<file path="src/hdl/otq_pkg.sv">
`timescale 1ns / 1ps
`default_nettype none
// ----------------------------------------------------------------------------
// otq_pkg
// Shared types and constants of the ordered timer queue.
// ----------------------------------------------------------------------------
package otq_pkg;

    localparam int TIMER_SLOTS = 16;

    localparam logic [1:0] FUNC_ADD    = 2'd0;
    localparam logic [1:0] FUNC_CANCEL = 2'd1;
    localparam logic [1:0] FUNC_TICK   = 2'd2;
    localparam logic [1:0] FUNC_NONE   = 2'd3;

    localparam logic [47:0] TIME_MAX = 48'hFFFF_FFFF_FFFF;

    typedef struct packed {
        logic [1:0]  func;
        logic [47:0] time_us;
        logic [31:0] repeat_interval;
        logic [3:0]  cancel_slot;
        logic [15:0] cancel_tag;
    } t_in_word;

    typedef struct packed {
        logic [3:0]  slot;
        logic [15:0] tag;
        logic        accepted;
        logic        fired;
        logic        earliest_changed;
        logic        next_valid;
        logic [47:0] next_expiry;
        logic        last;
    } t_out_word;

    // controller to datapath
    typedef struct packed {
        logic load;      // capture input word
        logic scan_clr;  // start a scan pass
        logic scan_step; // examine one slot
        logic do_add;
        logic do_cancel;
        logic do_fire;   // fire picked slot
    } t_cmd;

    // datapath to controller
    typedef struct packed {
        logic        scan_done;
        logic        found;
        logic        next_valid;
        logic [47:0] next_expiry;
    } t_status;

endpackage
`default_nettype wire

</file>
<file path="src/hdl/otq_datapath.sv">
`timescale 1ns / 1ps
`default_nettype none
// ----------------------------------------------------------------------------
// otq_datapath
// Timer table, scan unit for earliest and due timers, result word builder.
// ----------------------------------------------------------------------------
module otq_datapath #(
    parameter int SLOTS = otq_pkg::TIMER_SLOTS
) (
    input  wire logic              i_clk,
    input  wire logic              i_rst_n,
    input  wire otq_pkg::t_in_word i_in,
    input  wire otq_pkg::t_cmd     i_cmd,
    output otq_pkg::t_status       o_status,
    output otq_pkg::t_out_word     o_res
);
    localparam int SW = $clog2(SLOTS);

    logic [47:0] r_exp [SLOTS];
    logic [31:0] r_ivl [SLOTS];
    logic [15:0] r_tag [SLOTS];
    logic [SLOTS-1:0] r_armed, r_fired;
    logic [15:0] r_tcnt;
    otq_pkg::t_in_word r_in;

    logic [SW:0]   r_idx;
    logic          r_any, r_due_any, r_free_any;
    logic [47:0]   r_best, r_due_best;
    logic [SW-1:0] r_due_pick, r_free_pick;

    logic [SW-1:0] w_i;
    logic          w_due;
    logic [48:0]   w_sum;
    logic          w_cok;

    otq_pkg::t_out_word n_res;

    assign w_i   = r_idx[SW-1:0];
    assign w_due = r_armed[w_i] && !r_fired[w_i] && r_exp[w_i] <= r_in.time_us;
    assign w_sum = {1'b0, r_in.time_us} + {17'd0, r_ivl[r_due_pick]};
    assign w_cok = ({1'b0, r_in.cancel_slot} < 5'(SLOTS))
        && r_armed[r_in.cancel_slot[SW-1:0]]
        && r_tag[r_in.cancel_slot[SW-1:0]] == r_in.cancel_tag;

    assign o_status.scan_done   = r_idx == (SW+1)'(SLOTS);
    assign o_status.found       = r_due_any;
    assign o_status.next_valid  = r_any;
    assign o_status.next_expiry = r_best;

    always_ff @(posedge i_clk) begin
        if (i_cmd.load) begin
            r_in <= i_in;
        end
        if (i_cmd.scan_clr) begin
            r_idx      <= '0;
            r_any      <= 1'b0;
            r_due_any  <= 1'b0;
            r_free_any <= 1'b0;
        end else if (i_cmd.scan_step && !o_status.scan_done) begin
            r_idx <= r_idx + 1'b1;
            if (r_armed[w_i] && (!r_any || r_exp[w_i] < r_best)) begin
                r_best <= r_exp[w_i];
                r_any  <= 1'b1;
            end
            if (w_due && (!r_due_any || r_exp[w_i] < r_due_best)) begin
                r_due_best <= r_exp[w_i];
                r_due_pick <= w_i;
                r_due_any  <= 1'b1;
            end
            if (!r_armed[w_i] && !r_free_any) begin
                r_free_pick <= w_i;
                r_free_any  <= 1'b1;
            end
        end
        if (i_cmd.do_add && r_free_any) begin
            r_exp[r_free_pick] <= r_in.time_us;
            r_ivl[r_free_pick] <= r_in.repeat_interval;
            r_tag[r_free_pick] <= r_tcnt;
        end
        if (i_cmd.do_fire && r_ivl[r_due_pick] != 32'd0) begin
            r_exp[r_due_pick] <= w_sum[48] ? otq_pkg::TIME_MAX : w_sum[47:0];
        end
        if (!i_rst_n) begin
            r_armed <= '0;
            r_fired <= '0;
            r_tcnt  <= '0;
        end else begin
            if (i_cmd.load) begin
                r_fired <= '0;
            end
            if (i_cmd.do_add && r_free_any) begin
                r_armed[r_free_pick] <= 1'b1;
                r_tcnt <= r_tcnt + 16'd1;
            end
            if (i_cmd.do_cancel && w_cok) begin
                r_armed[r_in.cancel_slot[SW-1:0]] <= 1'b0;
            end
            if (i_cmd.do_fire) begin
                r_fired[r_due_pick] <= 1'b1;
                if (r_ivl[r_due_pick] == 32'd0) begin
                    r_armed[r_due_pick] <= 1'b0;
                end
            end
        end
    end

    // result word; next fields come from the final scan
    always_comb begin
        n_res = o_res;
        if (i_cmd.do_add) begin
            n_res = '0;
            n_res.last = 1'b1;
            if (r_free_any) begin
                n_res.slot             = 4'(r_free_pick);
                n_res.tag              = r_tcnt;
                n_res.accepted         = 1'b1;
                n_res.earliest_changed = !r_any || r_in.time_us < r_best;
            end
        end else if (i_cmd.do_cancel) begin
            n_res = '0;
            n_res.last     = 1'b1;
            n_res.slot     = r_in.cancel_slot;
            n_res.tag      = r_in.cancel_tag;
            n_res.accepted = w_cok;
        end else if (i_cmd.do_fire) begin
            n_res = '0;
            n_res.slot  = 4'(r_due_pick);
            n_res.tag   = r_tag[r_due_pick];
            n_res.fired = 1'b1;
        end else if (i_cmd.load) begin
            n_res = '0;
            n_res.last = 1'b1;
        end
    end

    always_ff @(posedge i_clk) begin
        o_res <= n_res;
    end
endmodule
`default_nettype wire

</file>
<file path="src/hdl/otq_ctrl.sv">
`timescale 1ns / 1ps
`default_nettype none
// ----------------------------------------------------------------------------
// otq_ctrl
// Sequencer for add, cancel and tick; result buffer and output handshake.
// ----------------------------------------------------------------------------
module otq_ctrl #(
    parameter int SLOTS = otq_pkg::TIMER_SLOTS
) (
    input  wire logic               i_clk,
    input  wire logic               i_rst_n,
    input  wire logic               i_in_valid,
    output logic                    o_in_stall,
    input  wire logic [1:0]         i_func,
    output logic                    o_out_valid,
    input  wire logic               i_out_stall,
    output otq_pkg::t_out_word      o_out,
    output otq_pkg::t_cmd           o_cmd,
    input  wire otq_pkg::t_status   i_status,
    input  wire otq_pkg::t_out_word i_res
);
    typedef enum logic [3:0] {
        S_IDLE, S_SCAN, S_OP, S_FIRE, S_RESCAN, S_RESWAIT, S_FIN, S_EMIT, S_DRAIN
    } t_state;

    localparam int NW = $clog2(SLOTS + 1);

    t_state r_state;
    logic [1:0] r_func;
    logic [NW-1:0] r_nbuf, r_nout;
    logic r_any_fired;
    otq_pkg::t_out_word r_buf [SLOTS];

    function automatic otq_pkg::t_out_word f_emit(input otq_pkg::t_out_word b,
                                                  input otq_pkg::t_status s,
                                                  input logic lst);
        otq_pkg::t_out_word w;
        w = b;
        w.next_valid  = s.next_valid;
        w.next_expiry = s.next_valid ? s.next_expiry : 48'd0;
        w.last        = lst;
        return w;
    endfunction

    assign o_in_stall = r_state != S_IDLE;

    always_comb begin
        o_cmd = '0;
        unique case (r_state)
            S_IDLE:   begin
                o_cmd.load     = i_in_valid;
                o_cmd.scan_clr = i_in_valid;
            end
            S_SCAN, S_RESCAN, S_RESWAIT, S_FIN: o_cmd.scan_step = 1'b1;
            S_OP:     begin
                o_cmd.do_add    = r_func == otq_pkg::FUNC_ADD;
                o_cmd.do_cancel = r_func == otq_pkg::FUNC_CANCEL;
                o_cmd.scan_clr  = 1'b1;
            end
            S_FIRE:   begin
                o_cmd.do_fire  = i_status.found;
                o_cmd.scan_clr = 1'b1;
            end
            default:  o_cmd = '0;
        endcase
    end

    always_ff @(posedge i_clk) begin
        if (!i_rst_n) begin
            r_state     <= S_IDLE;
            o_out_valid <= 1'b0;
            r_nbuf      <= '0;
            r_nout      <= '0;
            r_any_fired <= 1'b0;
        end else begin
            unique case (r_state)
                S_IDLE: if (i_in_valid) begin
                    r_func      <= i_func;
                    r_nbuf      <= '0;
                    r_any_fired <= 1'b0;
                    r_state     <= S_SCAN;
                end
                S_SCAN: if (i_status.scan_done) begin
                    r_state <= (r_func == otq_pkg::FUNC_TICK) ? S_FIRE : S_OP;
                end
                S_OP: r_state <= S_RESWAIT;
                S_FIRE: begin
                    if (i_status.found) begin
                        r_any_fired <= 1'b1;
                        r_state     <= S_RESCAN;
                    end else begin
                        r_state <= S_RESWAIT;
                    end
                end
                S_RESCAN: if (i_status.scan_done) begin
                    r_buf[r_nbuf[$clog2(SLOTS)-1:0]] <= i_res;
                    r_nbuf  <= r_nbuf + 1'b1;
                    r_state <= S_FIRE;
                end
                S_RESWAIT: begin
                    if (!r_any_fired) begin
                        r_buf[0] <= i_res;
                        r_nbuf   <= NW'(1);
                    end
                    r_state <= S_FIN;
                end
                S_FIN: if (i_status.scan_done) begin
                    r_nout  <= '0;
                    r_state <= S_EMIT;
                end
                S_EMIT: begin
                    o_out       <= f_emit(r_buf[r_nout[$clog2(SLOTS)-1:0]], i_status,
                                          r_nout + 1'b1 == r_nbuf);
                    o_out_valid <= 1'b1;
                    r_nout      <= r_nout + 1'b1;
                    r_state     <= S_DRAIN;
                end
                S_DRAIN: if (!i_out_stall) begin
                    o_out_valid <= 1'b0;
                    r_state <= (r_nout == r_nbuf) ? S_IDLE : S_EMIT;
                end
                default: r_state <= S_IDLE;
            endcase
        end
    end
endmodule
`default_nettype wire

</file>
<file path="src/hdl/ordered_timer_queue.sv">
`timescale 1ns / 1ps
`default_nettype none
// ----------------------------------------------------------------------------
// ordered_timer_queue
// Timer table with add, cancel and tick; due timers fire in order of expiry.
// Each word is scanned once; a tick then fires due timers earliest first with a
// rescan after each, add or cancel is applied, and a final scan gives the next expiry.
// One word at a time, taken only in idle; the scan unit over the slot table sets the rate.
// Reset clears armed and fired bits, the tag counter and the controller state.
// ----------------------------------------------------------------------------
module ordered_timer_queue #(
    parameter int TIMER_SLOTS = otq_pkg::TIMER_SLOTS
) (
    input  wire logic              i_clk,
    input  wire logic              i_rst_n,
    input  wire logic              i_in_valid,
    output logic                   o_in_stall,
    input  wire otq_pkg::t_in_word i_in_data,
    output logic                   o_out_valid,
    input  wire logic              i_out_stall,
    output otq_pkg::t_out_word     o_out_data
);
    otq_pkg::t_cmd      w_cmd;
    otq_pkg::t_status   w_status;
    otq_pkg::t_out_word w_res;

    otq_datapath #(.SLOTS(TIMER_SLOTS)) u_dp (
        .i_clk    (i_clk),
        .i_rst_n  (i_rst_n),
        .i_in     (i_in_data),
        .i_cmd    (w_cmd),
        .o_status (w_status),
        .o_res    (w_res)
    );

    otq_ctrl #(.SLOTS(TIMER_SLOTS)) u_ctrl (
        .i_clk       (i_clk),
        .i_rst_n     (i_rst_n),
        .i_in_valid  (i_in_valid),
        .o_in_stall  (o_in_stall),
        .i_func      (i_in_data.func),
        .o_out_valid (o_out_valid),
        .i_out_stall (i_out_stall),
        .o_out       (o_out_data),
        .o_cmd       (w_cmd),
        .i_status    (w_status),
        .i_res       (w_res)
    );
endmodule
`default_nettype wire
</file>
<file path="config.mk">
export PLATFORM = sky130hd
export DESIGN_NAME = ordered_timer_queue
export DESIGN_NICKNAME = d
export VERILOG_FILES = /design/src/hdl/otq_pkg.sv /design/src/hdl/otq_datapath.sv /design/src/hdl/otq_ctrl.sv /design/src/hdl/ordered_timer_queue.sv
export SDC_FILE = /design/constraint.sdc
export NUM_CORES = 2
export LEC_CHECK = 0
export ABC_CLOCK_PERIOD_IN_PS = 24100
export CORE_ASPECT_RATIO = 1.75
export CORE_MARGIN = 2
export CORE_UTILIZATION = 40
export CTS_BUF_LIST = sky130_fd_sc_hd__clkbuf_8
export CTS_CLUSTER_DIAMETER = 30
export DETAILED_ROUTE_END_ITERATION = 12
export DONT_BUFFER_PORTS = 1
export GPL_TIMING_DRIVEN = 0
export PLACE_DENSITY = 0.54
export SETUP_SLACK_MARGIN = 0.5
export SLEW_MARGIN = 20
export SYNTH_ARGS = -nofsm -noshare
export SYNTH_HDL_FRONTEND = slang
export SYNTH_HIERARCHICAL = 1
export SYNTH_SLANG_ARGS = --single-unit
</file>
<file path="constraint.sdc">
create_clock -name i_clk -period 24.1 [get_ports i_clk]
set_input_delay 1.205 -clock i_clk [delete_from_list [all_inputs] [get_ports i_clk]]
set_output_delay 1.205 -clock i_clk [all_outputs]
set_load 0.1 [all_outputs]
</file>
# Word-level counts from Yosys, hierarchy flattened
# Memory sizes are Yosys's and may differ from the RTL's. A register that Yosys moved wholly into a read port is not among the register bits.
# Index checks and enable logic that the tools add are counted.
[classes]
add_sub_neg = 5
bitwise = 7
muxes = 76
reduce_logical = 51
magnitude_cmp = 11
eq_ne = 21
[op_table]
columns = ["op", "n"]
rows = [
  ["$mux W73", 4],
  ["$lt A48 B48 Y1", 3],
  ["$mux W16", 9],
  ["$mux W48", 2],
  ["$add A48 B32 Y49", 1],
  ["$le A48 B48 Y1", 1],
  ["$mux W4", 12],
  ["$reduce_or A48 Y1", 1],
  ["$pmux W4 S9", 1],
  ["$and A16 B16 Y16", 2],
  ["$logic_not A32 Y1", 1],
  ["$not A16 Y16", 2],
  ["$or A16 B16 Y16", 2],
  ["$reduce_bool A32 Y1", 1],
  ["$mux W1", 29],
  ["$mux W24", 1],
  ["$reduce_or A24 Y1", 1],
  ["$mux W21", 1],
  ["$lt A4 B5 Y1 const B", 4],
  ["$mux W5", 4],
  ["$add A16 B1 Y16 const B", 1],
  ["$eq A16 B16 Y1", 1],
  ["$eq A4 B3 Y1 const B", 4],
  ["$add A5 B1 Y5 const B", 3],
  ["31 further kinds", 80],
]
[totals]
mem_bits_rw = 1920
in_bits = 106
out_inout_bits = 75
reg_bits = 352
mem_count = 4
wordCells = 205
[memory_table]
columns = ["name", "words", "width", "read_ports", "rd_ports_with_merged_regs", "wr", "line_no", "rtl"]
rows = [
  ["u_dp.r_exp", 16, 48, 1, 1, 1, "otq_datapath.sv:19", "logic [47:0] r_exp [SLOTS];"],
  ["u_dp.r_ivl", 16, 32, 1, 1, 1, "otq_datapath.sv:20", "logic [31:0] r_ivl [SLOTS];"],
  ["u_ctrl.r_buf", 16, 24, 1, 1, 1, "otq_ctrl.sv:32", "otq_pkg::t_out_word r_buf [SLOTS];"],
  ["u_dp.r_tag", 16, 16, 2, 2, 1, "otq_datapath.sv:21", "logic [15:0] r_tag [SLOTS];"],
]

# Longest topological paths before layout
[depth]
depth_word = 13
depth_mapped = 18
depth_no_buf = 13

# By module
# The synthesis kept the hierarchy.
[modules_own_cells]
columns = ["mod", "instances", "cells_each", "area_each_um2", "seq_area_each_um2"]
rows = [
  ["otq_datapath", 1, 5372, 87652.8, 54312.1],
  ["otq_ctrl", 1, 816, 17636.9, 13623.1],
]

# Worst setup path after synthesis
# OpenSTA, ideal clock, no wires.
[synth_timing]
kind = "reg2reg"
start = "register with a tool-made name"
end = "register with a tool-made name"
arrival_ns = 9.279
period_less_slack_ns = 9.357
required_time_ns = 24.021
path_stages_with_launch = 15
path_buffers = 3
slack_ns = 14.743
setup_ns = 0.079
cell_sequence = "dfxtp_1 -> clkbuf_1 -> clkbuf_1 -> buf_1 -> mux4_2 -> mux4_2 -> ha_1 -> and4_1 -> nor4bb_1 -> nand3_1 -> or3_1 -> o31ai_1 -> nand3_1 -> a211oi_1 -> mux2_2"

==> run metrics <==
status finished, final reports clean; total wire length 370000 um; Die H 681 um; hold_buf cts 0; final worst slack 15110 ps; drt drc 0; worst relative slew slack 0.133; global-route wire length before repair 510000 um; Starting DRT DRC Count 6818; total global routing overflow 0; DIE AREA 0.266 mm^2; Final Net Count 7074; Clock power frac 0.334; slowest CP cell clkbuf_1; # fillers 22358; TritonCTS Sinks 2290; max-cap violation count 0; Worst Path Required 24800 ps; Min-Delay Startpoint i_in_data[86]; core area 0.261 mm^2; worst vdd ir 0.0595 mV; fmax 111 MHz; RSZ-0062 raised after global routing false; CTS max path bufs 4; CTS clk-pin slew, worst paths 60 ps; Seq pwr share 0.436; Initial Utilization 0.402; CTS Buf Count 413; root buffer cell clkbuf_8; Synth-to-Final Area Change 16.4%; Gate power share 0.229; crit end category flop; worst clock skew 90.5 ps; Syn Inst Count 6135; CTS resizes 0; Placed Cells 9701; worst-path cell chain buf_2 -> buf_2 -> buf_2 -> clkbuf_1 -> buf_1 -> mux4_2 -> ha_1 -> o21ai_0 -> o21ai_0 -> a31oi_1 -> nand3_1 -> nand3_1 -> a211o_1 -> clkbuf_1 -> clkbuf_1 -> clkbuf_1 -> a31oi_1; ratio of cells with drive above 1 in the final layout 0.310; Die W 391 um; IO buf count 0; total power 11.4 mW; remaining antenna violation count after routing 0; Worst Path Max Fanout 10; non-filler instance count after layout 10451; TritonCTS clock tree yes; setup TNS 0 ps; Vias/cell 6.16; synthesized cell area 0.105 mm^2; Internal 7.79 mW; Ports 181; Total GRT Usage 0.275; Crit path arrival time 9690 ps; sw frac 0.319; Worst Setup Start Kind flop; Rows 248; Psw 3.64 mW; final period utilization 0.373; Static Leak 40.0 nW; PD cells 93.6 mW/mm^2; per-cell routed wire length 35.4 um; Hold WS 228 ps; Crit path top cell by count clkbuf_1; vias in the first global route 66522; syn nets 6468; Buf+Inv Stages, Crit Path 8; Via Count 64326; number of antenna violations at the first check in global routing 28; fin. max-slew vios 0; syn avg cell area 17.1 um^2; Worst-Margin Slew 1300 ps; H-tree depth 5; Initial DRT Pass Iterations 8; crit path kind flop to flop; post-CTS setup buffer count 0; largest net degree at the start of global routing 69; final setup fails 0; CP top delay family buffers and inverters; max incr delay on CP 950 ps; gpl congestion 0.966; DPL Wire Length 265000 um; dpl ws 15360 ps; Clk Latency, worst-skew pair 1080 ps; worst hold path class input pin to flop; Synth warnings 6; Period minus WS final 8990 ps; final hold violation count 0
## cell type report
class	instances	area (um^2)	area share
Buffer	455	2010	0.0164
Timing Repair Buffer	191	3910	0.0320
Tap cell	3375	4220	0.0346
Sequential cell	2290	67900	0.556
Multi-Input combinational cell	3214	34900	0.286
Antenna cell	9	22.5	0.000184
Inverter	176	668	0.00547
Clock inverter	316	2670	0.0218
Clock buffer	425	5850	0.0479
## routing by layer
layer,vias up,part of all wire,GRT usage
met3,1077,0.074,0.0525
met5,-,0.00031,0
met2,3390,0.51,0.478
met4,16,0.070,0.168
li1,26355,-,-
met1,33488,0.35,0.313
## registers in the layout, indices dropped and copies added, names as in the netlist, 48 cells and up, named ones only
signal / cells
u_ctrl/o_out: 73
u_ctrl/r_buf: 368
u_dp/r_best: 48
u_dp/r_due_best: 48
u_dp/r_exp: 768
u_dp/r_in: 100
u_dp/r_ivl: 512
u_dp/r_tag: 256
## worst paths after layout
check             cells after the start  slack, ps                end
setup / recovery                     17      15110  u_dp/r_exp[4][35]
hold / removal                        0        230      u_dp/r_in[86]
setup reg to reg                     17      15110  u_dp/r_exp[4][35]
hold reg to reg                       2        470   u_dp/r_fired[14]
## power by group through the flow
stage                     Combinational (mW)  Sequential [mW]  Clock (mW)
final                                   2.62             4.99        3.82
after global routing                    2.76             5.00        4.07
after CTS                               2.58             4.98        3.91
after detailed placement                2.58             5.07           0
after global placement                  2.41             5.07           0
after floorplan                         1.55             4.92           0
## cells in the final DEF (no fill, tap or decap), types with 159 or more instances in the layout
cell type / count
a21oi_1: 229
nand2_1: 218
nor2_1: 159
ha_1: 226
clkbuf_1: 254
clkbuf_8: 425
mux2_2: 477
inv_1: 242
edfxtp_1: 2205
mux4_2: 644
## metrics by stage
step | area, um^2 | util
finish | 122000 | 0.469
global route | 122000 | 0.468
CTS | 122000 | 0.468
detailed placement | 114000 | 0.436
global placement | 109000 | 0.419
floorplan | 105000 | -
Note: power is estimated with default switching activity, not from simulation.
